### src/octree_cell_index_for_box_defines.svh
// Assertion macros for the octree cell index block.
// Taken in by `include from the RTL files that assert; depends on nothing else.
`ifndef OCTREE_CELL_INDEX_FOR_BOX_DEFINES_SVH
`define OCTREE_CELL_INDEX_FOR_BOX_DEFINES_SVH

`ifndef SYNTH
// Same-cycle implication, checked out of reset.
`define OCIB_ASSERT_NOW(lbl, clk, rstn, ante, cons) \
  lbl: assert property (@(posedge clk) disable iff (!(rstn)) (ante) |-> (cons)) \
    else $error("ocib: same-cycle check failed");
// Next-cycle implication, checked out of reset.
`define OCIB_ASSERT_NEXT(lbl, clk, rstn, ante, cons) \
  lbl: assert property (@(posedge clk) disable iff (!(rstn)) (ante) |=> (cons)) \
    else $error("ocib: next-cycle check failed");
`else
`define OCIB_ASSERT_NOW(lbl, clk, rstn, ante, cons)
`define OCIB_ASSERT_NEXT(lbl, clk, rstn, ante, cons)
`endif

`endif

### src/ocib_pkg.sv
// Shared types, register indexes and the level-base table of the octree cell index block.
// Used by ocib_grid, ocib_cell and octree_cell_index_for_box; depends on nothing.
package ocib_pkg;

  localparam int CFG_IDX_W  = 3;
  localparam int CFG_DATA_W = 32;

  localparam logic [CFG_IDX_W-1:0] REG_ORIGIN_X   = 3'd0;
  localparam logic [CFG_IDX_W-1:0] REG_ORIGIN_Y   = 3'd1;
  localparam logic [CFG_IDX_W-1:0] REG_ORIGIN_Z   = 3'd2;
  localparam logic [CFG_IDX_W-1:0] REG_INV_CELL_X = 3'd3;
  localparam logic [CFG_IDX_W-1:0] REG_INV_CELL_Y = 3'd4;
  localparam logic [CFG_IDX_W-1:0] REG_INV_CELL_Z = 3'd5;
  localparam logic [CFG_IDX_W-1:0] REG_TREE_LEVELS = 3'd6;

  typedef struct packed {
    logic signed [31:0] lo_x;
    logic signed [31:0] lo_y;
    logic signed [31:0] lo_z;
    logic signed [31:0] hi_x;
    logic signed [31:0] hi_y;
    logic signed [31:0] hi_z;
  } in_word_t;

  typedef struct packed {
    logic [21:0] cell_index;
    logic [2:0]  cell_depth;
    logic        index_valid;
  } out_word_t;

  // Per-stage load enables, one per pipeline register rank.
  typedef struct packed {
    logic s1;
    logic s2;
    logic s3;
    logic s4;
  } pipe_en_t;

  // Cells in all levels above depth d: (8^d - 1) / 7.
  function automatic logic [21:0] level_base(input logic [3:0] d);
    logic [21:0] r;
    case (d)
      4'd0:    r = 22'd0;
      4'd1:    r = 22'd1;
      4'd2:    r = 22'd9;
      4'd3:    r = 22'd73;
      4'd4:    r = 22'd585;
      4'd5:    r = 22'd4681;
      4'd6:    r = 22'd37449;
      4'd7:    r = 22'd299593;
      4'd8:    r = 22'd2396745;
      default: r = 22'd0;
    endcase
    return r;
  endfunction

endpackage

### src/ocib_grid.sv
// One corner coordinate to finest-grid coordinate: offset, scale, saturate (three stages).
// Depends on ocib_pkg for the stage enable struct.
module ocib_grid #(
  parameter int CW = 6
) (
  input  logic                clk,
  input  ocib_pkg::pipe_en_t  en,
  input  logic signed [31:0]  coord_i,
  input  logic signed [31:0]  origin_i,
  input  logic [31:0]         inv_i,
  input  logic [CW-1:0]       maxc_i,
  output logic [CW-1:0]       coord_o
);

  logic signed [32:0] diff;
  logic               pos_nxt;
  logic               pos_r;
  logic [31:0]        mag_r;
  logic [63:0]        prod;
  logic [31:0]        hi_nxt;
  logic [31:0]        hi_r;
  logic               sat;
  logic [CW-1:0]      coord_nxt;
  logic [CW-1:0]      coord_r;

  // Stage 1: exact 33-bit offset; only a strictly positive offset scales.
  always_comb begin
    diff    = {coord_i[31], coord_i} - {origin_i[31], origin_i};
    pos_nxt = !diff[32] && (diff[31:0] != 32'd0);
  end

  // Stage 2: Q16.16 times Q16.16, keep the integer part.
  assign prod   = {32'd0, mag_r} * {32'd0, inv_i};
  assign hi_nxt = pos_r ? prod[63:32] : 32'd0;

  // Stage 3: clamp to the top cell of the grid.
  assign sat       = hi_r > {{(32-CW){1'b0}}, maxc_i};
  assign coord_nxt = sat ? maxc_i : hi_r[CW-1:0];

  always_ff @(posedge clk) begin
    if (en.s1) begin
      mag_r <= diff[31:0];
      pos_r <= pos_nxt;
    end
    if (en.s2) begin
      hi_r <= hi_nxt;
    end
    if (en.s3) begin
      coord_r <= coord_nxt;
    end
  end

  assign coord_o = coord_r;

endmodule

### config.mk
export PLATFORM = sky130hd
export DESIGN_NAME = ocib_grid
export DESIGN_NICKNAME = d
export VERILOG_FILES = /design/src/octree_cell_index_for_box_defines.svh /design/src/ocib_pkg.sv /design/src/ocib_grid.sv
export SDC_FILE = /design/constraint.sdc
export NUM_CORES = 2
export LEC_CHECK = 0
export ABC_CLOCK_PERIOD_IN_PS = 11350
export BUFFER_PORTS_ARGS = -buffer_cell sky130_fd_sc_hd__buf_4
export CORE_ASPECT_RATIO = 0.7
export CORE_UTILIZATION = 55
export DETAILED_ROUTE_END_ITERATION = 8
export GPL_TIMING_DRIVEN = 1
export HOLD_SLACK_MARGIN = 0.08
export PLACE_DENSITY = 0.8
export SYNTH_ARGS = -nofsm -noshare
export SYNTH_HDL_FRONTEND = slang
export SYNTH_SLANG_ARGS = --single-unit
### constraint.sdc
create_clock -name clk -period 11.35 [get_ports clk]
set_input_delay 3.405 -clock clk [delete_from_list [all_inputs] [get_ports clk]]
set_output_delay 3.405 -clock clk [all_outputs]
set_load 0.05 [all_outputs]
==> results.toml <==
[global_route]
grt_start_max_net_pins = 34
grt.overflow.total = 0
grt_pass1_wl_um = 160000
grt_pass1_vias = 30133
antenna_found_initial = 2
grt.total_usage = 0.295

[yosys]
async_reset_ff_frac = 0
syn_nets = 5355
synth_edf_count = 71
ys_top_cells_by_area = "fa_1 (48%), and2_1 (11%), ha_1 (10%), inv_1 (9.5%), edfxtp_1 (5.7%)"
yosys_warnings = 0
ys_types = 78
synth_top_area_share = 0.479
synth_ff_type = "edfxtp_1"
ys_seq_elements = 71
ys_seq_area_frac = 0.0569
mappedNetlistArea_sq_mm = 0.0375
yosys.area.top_type = "fa_1"
syn_inst = 4054
syn_area_per_cell_sq_um = 9.24

[timing]
slew_violations = 0
fin_crit_sh = 0.971
max_freq_mhz = 90.7
finalSetupViolations = 0
tightest_slew_ns = 1.20
setup_tns_ns = 0
hold_viol = 0
skew_ns = 0.0132
period_minus_slack_ns = 11.02
max_slew_margin = 0.203
grt_setup_unrepaired = "no"

[clock_tree]
cts_buffer_depth = 2
clkSinkCount = 71
cts_hold_buffers = 0
worstSkewPairLatency_ns = 0.35
cts_tree = "done"
clk_pin_slew_ns = 0.07
cts_setup_buffers = 0
ctsResizeCount = 0
htreeDepth = 3
cts-root-buf = "clkbuf_16"
cts-buffers-inserted = 9

[routing]
wirelength_um = 95500
wl_per_cell_um = 19.5
drc = 0
drt_iter0_drc = 2166
via_per_inst = 5.57
firstDrtPassIters = 6
ant_nets = 0
vias = 27303

[floorplan]
rows = 79
die_h_um = 220
dieArea_sq_mm = 0.0692
die_w_um = 314
start_util = 0.560
core_region_area_sq_mm = 0.0669
pin_count = 113

[placed_design]
place.port_buffers = 111
dp_hpwl_um = 75300
gp_congestion = 0.923

[cells_and_area]
fin_nets = 5304
area_growth_pct = 4.76
final_util = 0.587
drive_gt1_frac = 0.0494

[run]
max_cap_violations = 0

[setup_path]
cp.arrival_ns = 11.10
start_kind = "input pin"
critical_path.max_fanout = 29
worstSetupPathType = "in -> reg"
worstPathRequired_ns = 11.43
cp-end-kind = "flop"

[run_status]
status = "finished, final reports clean"

[min_path]
hp-class = "reg -> reg"
-- registers in the layout, indices dropped and copies added (netlist names) --
signal / count
coord_o: 6
hi_r: 32
mag_r: 32
pos_r: 1
-- Yosys cell counts, types with 27 or more instances --
cell,number
ha_1,298
a21o_1,51
o21ai_0,40
a21oi_1,80
clkbuf_1,210
xnor2_1,27
inv_1,945
nand2_1,436
fa_1,896
and2_1,642
nand4_1,28
edfxtp_1,71
nor2_1,77
-- final timing paths --
| kind | from | to | slack [ns] | cells after the start |
|---|---|---|---|---|
| worst max-delay path | inv_i[8] | hi_r[27] | 0.33 | 27 |
| worst min-delay path | hi_r[4] | coord_o[4] | 0.60 | 1 |
| worst min register to register | hi_r[4] | coord_o[4] | 0.60 | 1 |
| worst max register to register | mag_r[8] | hi_r[27] | 2.64 | 24 |
-- cell type report --
| class | instances | area [sq um] |
|---|---|---|
| Clock buffer | 9 | 225 |
| Tap cell | 891 | 1110 |
| Clock inverter | 7 | 97.6 |
| Inverter | 946 | 3550 |
| Multi-Input combinational cell | 2818 | 30900 |
| Fill cell | 5577 | 27700 |
| Sequential cell | 71 | 2130 |
| Antenna cell | 1 | 2.50 |
| Timing Repair Buffer | 157 | 1180 |
-- worst max-delay path, stage by stage --
cell and delay, ns:
buf_4 0.39, buf_4 0.23, nand2_1 0.08, fa_1 0.47, inv_1 0.08, fa_1 0.43, fa_1 0.54, inv_1 0.05
fa_1 0.48, inv_1 0.05, fa_1 0.48, fa_1 0.51, fa_1 0.50, inv_1 0.06, fa_1 0.50, inv_1 0.05
ha_1 0.32, and2_1 0.19, a221o_1 0.34, nor3_1 0.22, o31a_1 0.23, o2111ai_1 0.18, a31oi_1 0.37, o21ai_1 0.23
a21oi_2 0.31, mux2i_1 0.24, o211ai_1 0.13
-- cells by family (layout without fill, tap and decap cells) --
logic type      Yosys count  in the layout  share of synthesized area
simple gates           1266           1266                      0.178
compound gates          295            295                     0.0545
other cells               0              1                          0
xor+xnor                 52             52                     0.0122
mux                      11             11                    0.00314
buf+inv                1165           1119                      0.117
fa+ha+maj              1194           1194                      0.578
flops                    71             71                     0.0569
-- routing by layer --
layer / global-route usage / wire [um]
met1: 0.408 / 39500
met2: 0.465 / 42600
met3: 0.0757 / 10900
met4: 0.0790 / 2470
met5: 0 / 13
-- stage by stage --
step | hold slack (ns) | setup WS, ns | area (sq um) | instances
after floorplan | 0.556 | 0.968 | 37500 | 4054
after global placement | 0.575 | 0.217 | 38900 | 4883
after detailed placement | 0.584 | 0.116 | 38900 | 4883
after CTS | 0.600 | 0.422 | 39200 | 4899
after global routing | 0.616 | 0.0906 | 39200 | 4899
final | 0.601 | 0.329 | 39200 | 4900
-- placed cells by master, fill, tap and decap left out, types with 8 or more instances in the layout --
cell,Yosys,routed
fa_1,896,896
nand2_1,436,436
a31oi_1,16,16
buf_4,0,157
nor4_1,9,9
xnor2_1,27,27
nor3_1,8,8
nand4_1,28,28
o21ai_1,8,8
o21ai_0,40,40
and2_1,642,642
o21a_1,18,18
a21o_1,51,51
xor2_1,25,25
a21oi_1,80,80
nand3_1,14,14
clkbuf_16,0,9
nor2b_1,8,8
inv_1,945,945
ha_1,298,298
nor2_1,77,77
nand2b_1,9,9
edfxtp_1,71,71
o21bai_1,9,9
Power is left out: the tool's default activity adds up to more than one toggle a clock period on the data nets, which glitch-free logic cannot reach.
