`config.mk`:
```
export PLATFORM = sky130hd
export DESIGN_NAME = ocib_cell
export DESIGN_NICKNAME = d
export VERILOG_FILES = /design/src/octree_cell_index_for_box_defines.svh /design/src/ocib_pkg.sv /design/src/ocib_cell.sv
export SDC_FILE = /design/constraint.sdc
export NUM_CORES = 1
export LEC_CHECK = 0
export ABC_AREA = 1
export BUFFER_PORTS_ARGS = -buffer_cell sky130_fd_sc_hd__buf_2
export CAP_MARGIN = 20
export CORE_UTILIZATION = 50
export DETAILED_ROUTE_END_ITERATION = 12
export GPL_ROUTABILITY_DRIVEN = 0
export PLACE_DENSITY = 0.72
export SYNTH_ARGS = -nofsm -noshare
export SYNTH_HDL_FRONTEND = slang
export SYNTH_SLANG_ARGS = --single-unit
```
`constraint.sdc`:
```
create_clock -name clk -period 8.9 [get_ports clk]
set_input_delay 2.225 -clock clk [delete_from_list [all_inputs] [get_ports clk]]
set_output_delay 2.225 -clock clk [all_outputs]
set_load 0.005 [all_outputs]
```
`src/octree_cell_index_for_box_defines.svh`:
```
// Assertion macros for the octree cell index block.
// Taken in by `include from the RTL files that assert; depends on nothing else.
`ifndef OCTREE_CELL_INDEX_FOR_BOX_DEFINES_SVH
`define OCTREE_CELL_INDEX_FOR_BOX_DEFINES_SVH

`ifndef SYNTH
// Same-cycle implication, checked out of reset.
`define OCIB_ASSERT_NOW(lbl, clk, rstn, ante, cons) \
  lbl: assert property (@(posedge clk) disable iff (!(rstn)) (ante) |-> (cons)) \
    else $error("ocib: same-cycle check failed");
// Next-cycle implication, checked out of reset.
`define OCIB_ASSERT_NEXT(lbl, clk, rstn, ante, cons) \
  lbl: assert property (@(posedge clk) disable iff (!(rstn)) (ante) |=> (cons)) \
    else $error("ocib: next-cycle check failed");
`else
`define OCIB_ASSERT_NOW(lbl, clk, rstn, ante, cons)
`define OCIB_ASSERT_NEXT(lbl, clk, rstn, ante, cons)
`endif

`endif

```
`src/ocib_pkg.sv`:
```
// Shared types, register indexes and the level-base table of the octree cell index block.
// Used by ocib_grid, ocib_cell and octree_cell_index_for_box; depends on nothing.
package ocib_pkg;

  localparam int CFG_IDX_W  = 3;
  localparam int CFG_DATA_W = 32;

  localparam logic [CFG_IDX_W-1:0] REG_ORIGIN_X   = 3'd0;
  localparam logic [CFG_IDX_W-1:0] REG_ORIGIN_Y   = 3'd1;
  localparam logic [CFG_IDX_W-1:0] REG_ORIGIN_Z   = 3'd2;
  localparam logic [CFG_IDX_W-1:0] REG_INV_CELL_X = 3'd3;
  localparam logic [CFG_IDX_W-1:0] REG_INV_CELL_Y = 3'd4;
  localparam logic [CFG_IDX_W-1:0] REG_INV_CELL_Z = 3'd5;
  localparam logic [CFG_IDX_W-1:0] REG_TREE_LEVELS = 3'd6;

  typedef struct packed {
    logic signed [31:0] lo_x;
    logic signed [31:0] lo_y;
    logic signed [31:0] lo_z;
    logic signed [31:0] hi_x;
    logic signed [31:0] hi_y;
    logic signed [31:0] hi_z;
  } in_word_t;

  typedef struct packed {
    logic [21:0] cell_index;
    logic [2:0]  cell_depth;
    logic        index_valid;
  } out_word_t;

  // Per-stage load enables, one per pipeline register rank.
  typedef struct packed {
    logic s1;
    logic s2;
    logic s3;
    logic s4;
  } pipe_en_t;

  // Cells in all levels above depth d: (8^d - 1) / 7.
  function automatic logic [21:0] level_base(input logic [3:0] d);
    logic [21:0] r;
    case (d)
      4'd0:    r = 22'd0;
      4'd1:    r = 22'd1;
      4'd2:    r = 22'd9;
      4'd3:    r = 22'd73;
      4'd4:    r = 22'd585;
      4'd5:    r = 22'd4681;
      4'd6:    r = 22'd37449;
      4'd7:    r = 22'd299593;
      4'd8:    r = 22'd2396745;
      default: r = 22'd0;
    endcase
    return r;
  endfunction

endpackage

```
`src/ocib_cell.sv`:
```
// Morton interleave of both corners, depth search and linear cell index, into the out register.
// Depends on ocib_pkg for the result word and the level-base table.
module ocib_cell #(
  parameter int CW = 6
) (
  input  logic                  clk,
  input  logic                  load,
  input  logic [2:0][CW-1:0]    lo_c,
  input  logic [2:0][CW-1:0]    hi_c,
  input  logic [2:0]            lv,
  output ocib_pkg::out_word_t   word_o
);

  localparam int MW = 3 * CW;

  logic [MW-1:0]        lo_code;
  logic [MW-1:0]        hi_code;
  logic [MW-1:0]        diff;
  logic [2:0]           up;
  logic [2:0]           depth;
  logic [4:0]           shamt;
  logic [MW-1:0]        hi_shift;
  logic [22:0]          idx;
  logic [22:0]          total;
  logic                 valid;
  ocib_pkg::out_word_t  word_nxt;
  ocib_pkg::out_word_t  word_r;

  // x in bit 0, y in bit 1, z in bit 2 of each group.
  always_comb begin
    for (int i = 0; i < CW; i++) begin
      for (int k = 0; k < 3; k++) begin
        lo_code[3*i+k] = lo_c[k][i];
        hi_code[3*i+k] = hi_c[k][i];
      end
    end
  end

  assign diff = lo_code ^ hi_code;

  // Highest differing group below the active level count.
  always_comb begin
    up = 3'd0;
    for (int i = 0; i < CW; i++) begin
      if ((3'(i) < lv) && (diff[3*i +: 3] != 3'b000)) begin
        up = 3'(i + 1);
      end
    end
  end

  always_comb begin
    depth    = lv - up;
    shamt    = {2'b00, up} + {1'b0, up, 1'b0};
    hi_shift = hi_code >> shamt;
    idx      = {{(23-MW){1'b0}}, hi_shift}
             + {1'b0, ocib_pkg::level_base({1'b0, depth})};
    total    = {1'b0, ocib_pkg::level_base({1'b0, lv} + 4'd1)};
    valid    = idx < total;
    word_nxt.cell_index  = valid ? idx[21:0] : 22'd0;
    word_nxt.cell_depth  = depth;
    word_nxt.index_valid = valid;
  end

  always_ff @(posedge clk) begin
    if (load) begin
      word_r <= word_nxt;
    end
  end

  assign word_o = word_r;

endmodule

```
==> summary by stage <==
Worst setup path
The critical path launch point type is a primary input. The number of buffer and inverter instances along the worst setup path is 6. The required time at the endpoint of the critical path is 8.91 ns. The largest individual stage delay along the critical path comes from the cell sky130_fd_sc_hd__ha_1. The maximum fanout along the worst path is 28. The category of the worst setup path capture point is a register. The critical path's largest stage delay is 0.71 ns. The most prevalent standard cell on the critical path is sky130_fd_sc_hd__nand2_1. The dominant delay contributor by cell family on the critical path is simple AND/OR/NAND/NOR gates. The critical path in this run is classified as in -> reg. The arrival time at the worst endpoint is 8.01 ns.

Final layout
The net count reported at finish is 685. The layout has 697 filler cells. Leaving out fill and tap cells, the most frequent cells in the layout are 123 x sky130_fd_sc_hd__nand3_1, 123 x sky130_fd_sc_hd__nand2_1, 77 x sky130_fd_sc_hd__inv_1, 64 x sky130_fd_sc_hd__buf_2, 28 x sky130_fd_sc_hd__nor2_1. The number of flip-flops under the largest register name is 24. Cells with a size suffix above 1 make up 23.9% of the layout. The flip-flop and latch area is 721 µm². Relative to the synthesized area, the layout overhead comes to 10.8%. The repair_antennas step left the layout with diodes totalling 0. The footprint of the multi-input gates is 2540 µm².

Die
The floorplan step defined a die boundary enclosing 7740 µm². The chip height is 88.0 µm. In this run the core area contains 30 standard-cell rows. The total I/O pin count is 67. The die width is 88.0 µm. The initial utilization of the core area, before any placement, comes to 53.0%. The floorplan step defined a core boundary enclosing 6980 µm².

GRT
The number of antenna violations at the first check in global routing came to 0. The via count of the first global-routing pass is 3520. The total grt overflow is 0. Entering global routing, the biggest net connects 29 pins. The first global-routing pass estimated 15.8 mm of wire.

Global routing consumed, over all layers together, 25.7% of the routing resources.

CTS
In this run, post-CTS repair resized a total of 0 instances. The clock buffer count from CTS is 3. TritonCTS built the clock tree. Buffers inserted to repair hold after CTS numbered 0. The clock input transition at the sequential cells of the worst setup and hold paths is 0.09 ns. The cell at the root of the clock tree is sky130_fd_sc_hd__clkbuf_8. The number of setup buffers added after CTS is 0. CTS saw 24 sinks.

The clock passes through at most 2 buffers. CTS built an H-tree with a depth of 1.

Place
During placement, the flow inserted port buffers numbering 64. Once detailed placement completed, the half-perimeter wirelength came to 7.71 mm. Prior to clock tree synthesis, the placed netlist has a worst setup slack of 0.676 ns.

Worst hold path
The worst hold path depth is 1. The worst hold path begins at load. The worst min-delay path category is in -> reg. For hold timing, the worst endpoint is word_o[0].

Route
The first-pass iteration count of the detailed router is 5. In this run the top signal layer used is met4. The detail route stage leaves a number of antenna-violating nets equal to 0. In the detailed route, the total length drawn on met2 is 4.27 mm. Detailed routing placed a total of 584 µm of wire on met3. The remaining design rule violation count is 0.

After detailed routing, the number of vias per cell comes to 5.30. The number of violations reported at the end of detailed-routing iteration 0 is 449. The length of routed wiring on met1 is 4.25 mm. Wires add up to 9.23 mm. The routed layout has 3794 vias. The detailed-route wire length per cell is 12.9 µm.

Synthesis
The synthesized area is 3700 µm². The synthesized design contains 24 register bits. The distinct cell type count after synthesis is 38. The sequential cell area fraction in the yosys report is 19.5%.

Dividing the synthesized area by the synthesized cell count gives 6.52 µm². The number of warnings printed during yosys synthesis is 0. Synthesis handed over a netlist of 567 instances.

Timing
The number of max-slew violations in the final report was 0. The period utilization is 89.8%. Setup violations remaining at the end of the flow were counted as 0. Headroom to the max-slew limit came out at 57.1%. Setup repair after global routing left no endpoint under its margin.

The total count of hold-check failures in the final report is 0. The maximum clock frequency is 0.125 GHz. In the final timing run, aggregate negative setup slack is 0 ns.

Setup slack on the critical path of the routed design comes to 0.906 ns. The clock period could shrink to 7.99 ns. The transition time at the pin with the least slew margin is 0.642 ns.

Pwr
For this design the ratio of total power to cell area is 236 nW/µm². The worst-case IR drop observed on VDD is 0.000122 V. The static leakage power is 2.08 nW.

Run
Max-cap violations in this run came to 0.

Outcome
The run finished with clean final reports.
[synthesized netlist by cell type (all sizes together)]
cell type / number / share of area (%)
or2: 4 / 0.74
inv: 83 / 8.5
nand4: 13 / 2.2
and2: 1 / 0.17
conb: 1 / 0.10
xnor2: 20 / 4.7
o211ai: 1 / 0.34
a211oi: 1 / 0.20
edfxtp: 24 / 19
fa: 2 / 1.1
clkbuf: 3 / 0.30
ha: 21 / 7.1
o21ai: 9 / 1.2
a32o: 1 / 0.27
and3: 2 / 0.34
a311oi: 1 / 0.24
nand3: 133 / 20
buf: 15 / 3.2
nor3: 5 / 0.68
nand2: 150 / 18
xor2: 5 / 1.2
a21oi: 13 / 1.8
nor2: 59 / 9.0
[cell families (layout without fill, tap and decap cells)]
| family | Yosys count | after routing | share of synthesized area [%] |
|---|---|---|---|
| buffers and inverters | 101 | 153 | 12.0 |
| other | 1 | 2 | 0.101 |
| DFF | 24 | 24 | 19.5 |
| AOI/OAI and AO/OA | 26 | 26 | 4.03 |
| and+or+nand+nor | 367 | 367 | 50.3 |
| xor gates and xnor gates | 25 | 25 | 5.92 |
| adders and majority gates | 23 | 23 | 8.19 |
[metrics by stage]
| stage | total power [W] | hold WS [ns] | cell area (µm²) | cells | util [%] |
|---|---|---|---|---|---|
| finish | 0.000966 | 2.45 | 4100 | 716 | 58.7 |
| global route | 0.00106 | 2.47 | 4100 | 716 | 58.7 |
| CTS | 0.000962 | 2.46 | 4100 | 716 | 58.7 |
| detailed placement | 0.000864 | 2.62 | 4030 | 712 | 57.7 |
| global placement | 0.000853 | 2.61 | 4030 | 712 | 57.7 |
| floorplan | 0.000720 | 2.34 | 3700 | 568 | - |
[report_power, final]
group | switching (W) | internal, W
clock | 0.0000361 | 0.0000602
sequential | 0.00000649 | 0.000178
combinational | 0.000451 | 0.000234
[cell type report]
| class | count | area share (%) |
|---|---|---|
| multi-input combinational | 443 | 61.9 |
| sequential | 24 | 17.6 |
| timing repair buffer | 66 | 8.18 |
| inverter | 83 | 7.66 |
| tap | 96 | 2.93 |
| clock buffer | 3 | 1.01 |
| clock inverter | 1 | 0.733 |
[per-layer routing]
| metal | vias to the layer above | global-route usage [%] |
|---|---|---|
| met3 | 11 | 2.92 |
| li1 | 1955 | - |
| met4 | 0 | 5.51 |
| met1 | 1687 | 34.6 |
| met2 | 141 | 44.0 |
| met5 | - | 0 |
[worst max-delay path by stage]
stage,start,end,depth (start not counted)
floorplan,hi_c[14],word_o[9],37
global placement,lv[1],word_o[23],35
detailed placement,lv[2],word_o[23],35
CTS,lv[2],word_o[8],35
global route,hi_c[12],word_o[7],37
finish,lv[2],word_o[10],35
No activity file was read; power rests on OpenSTA's default activity.
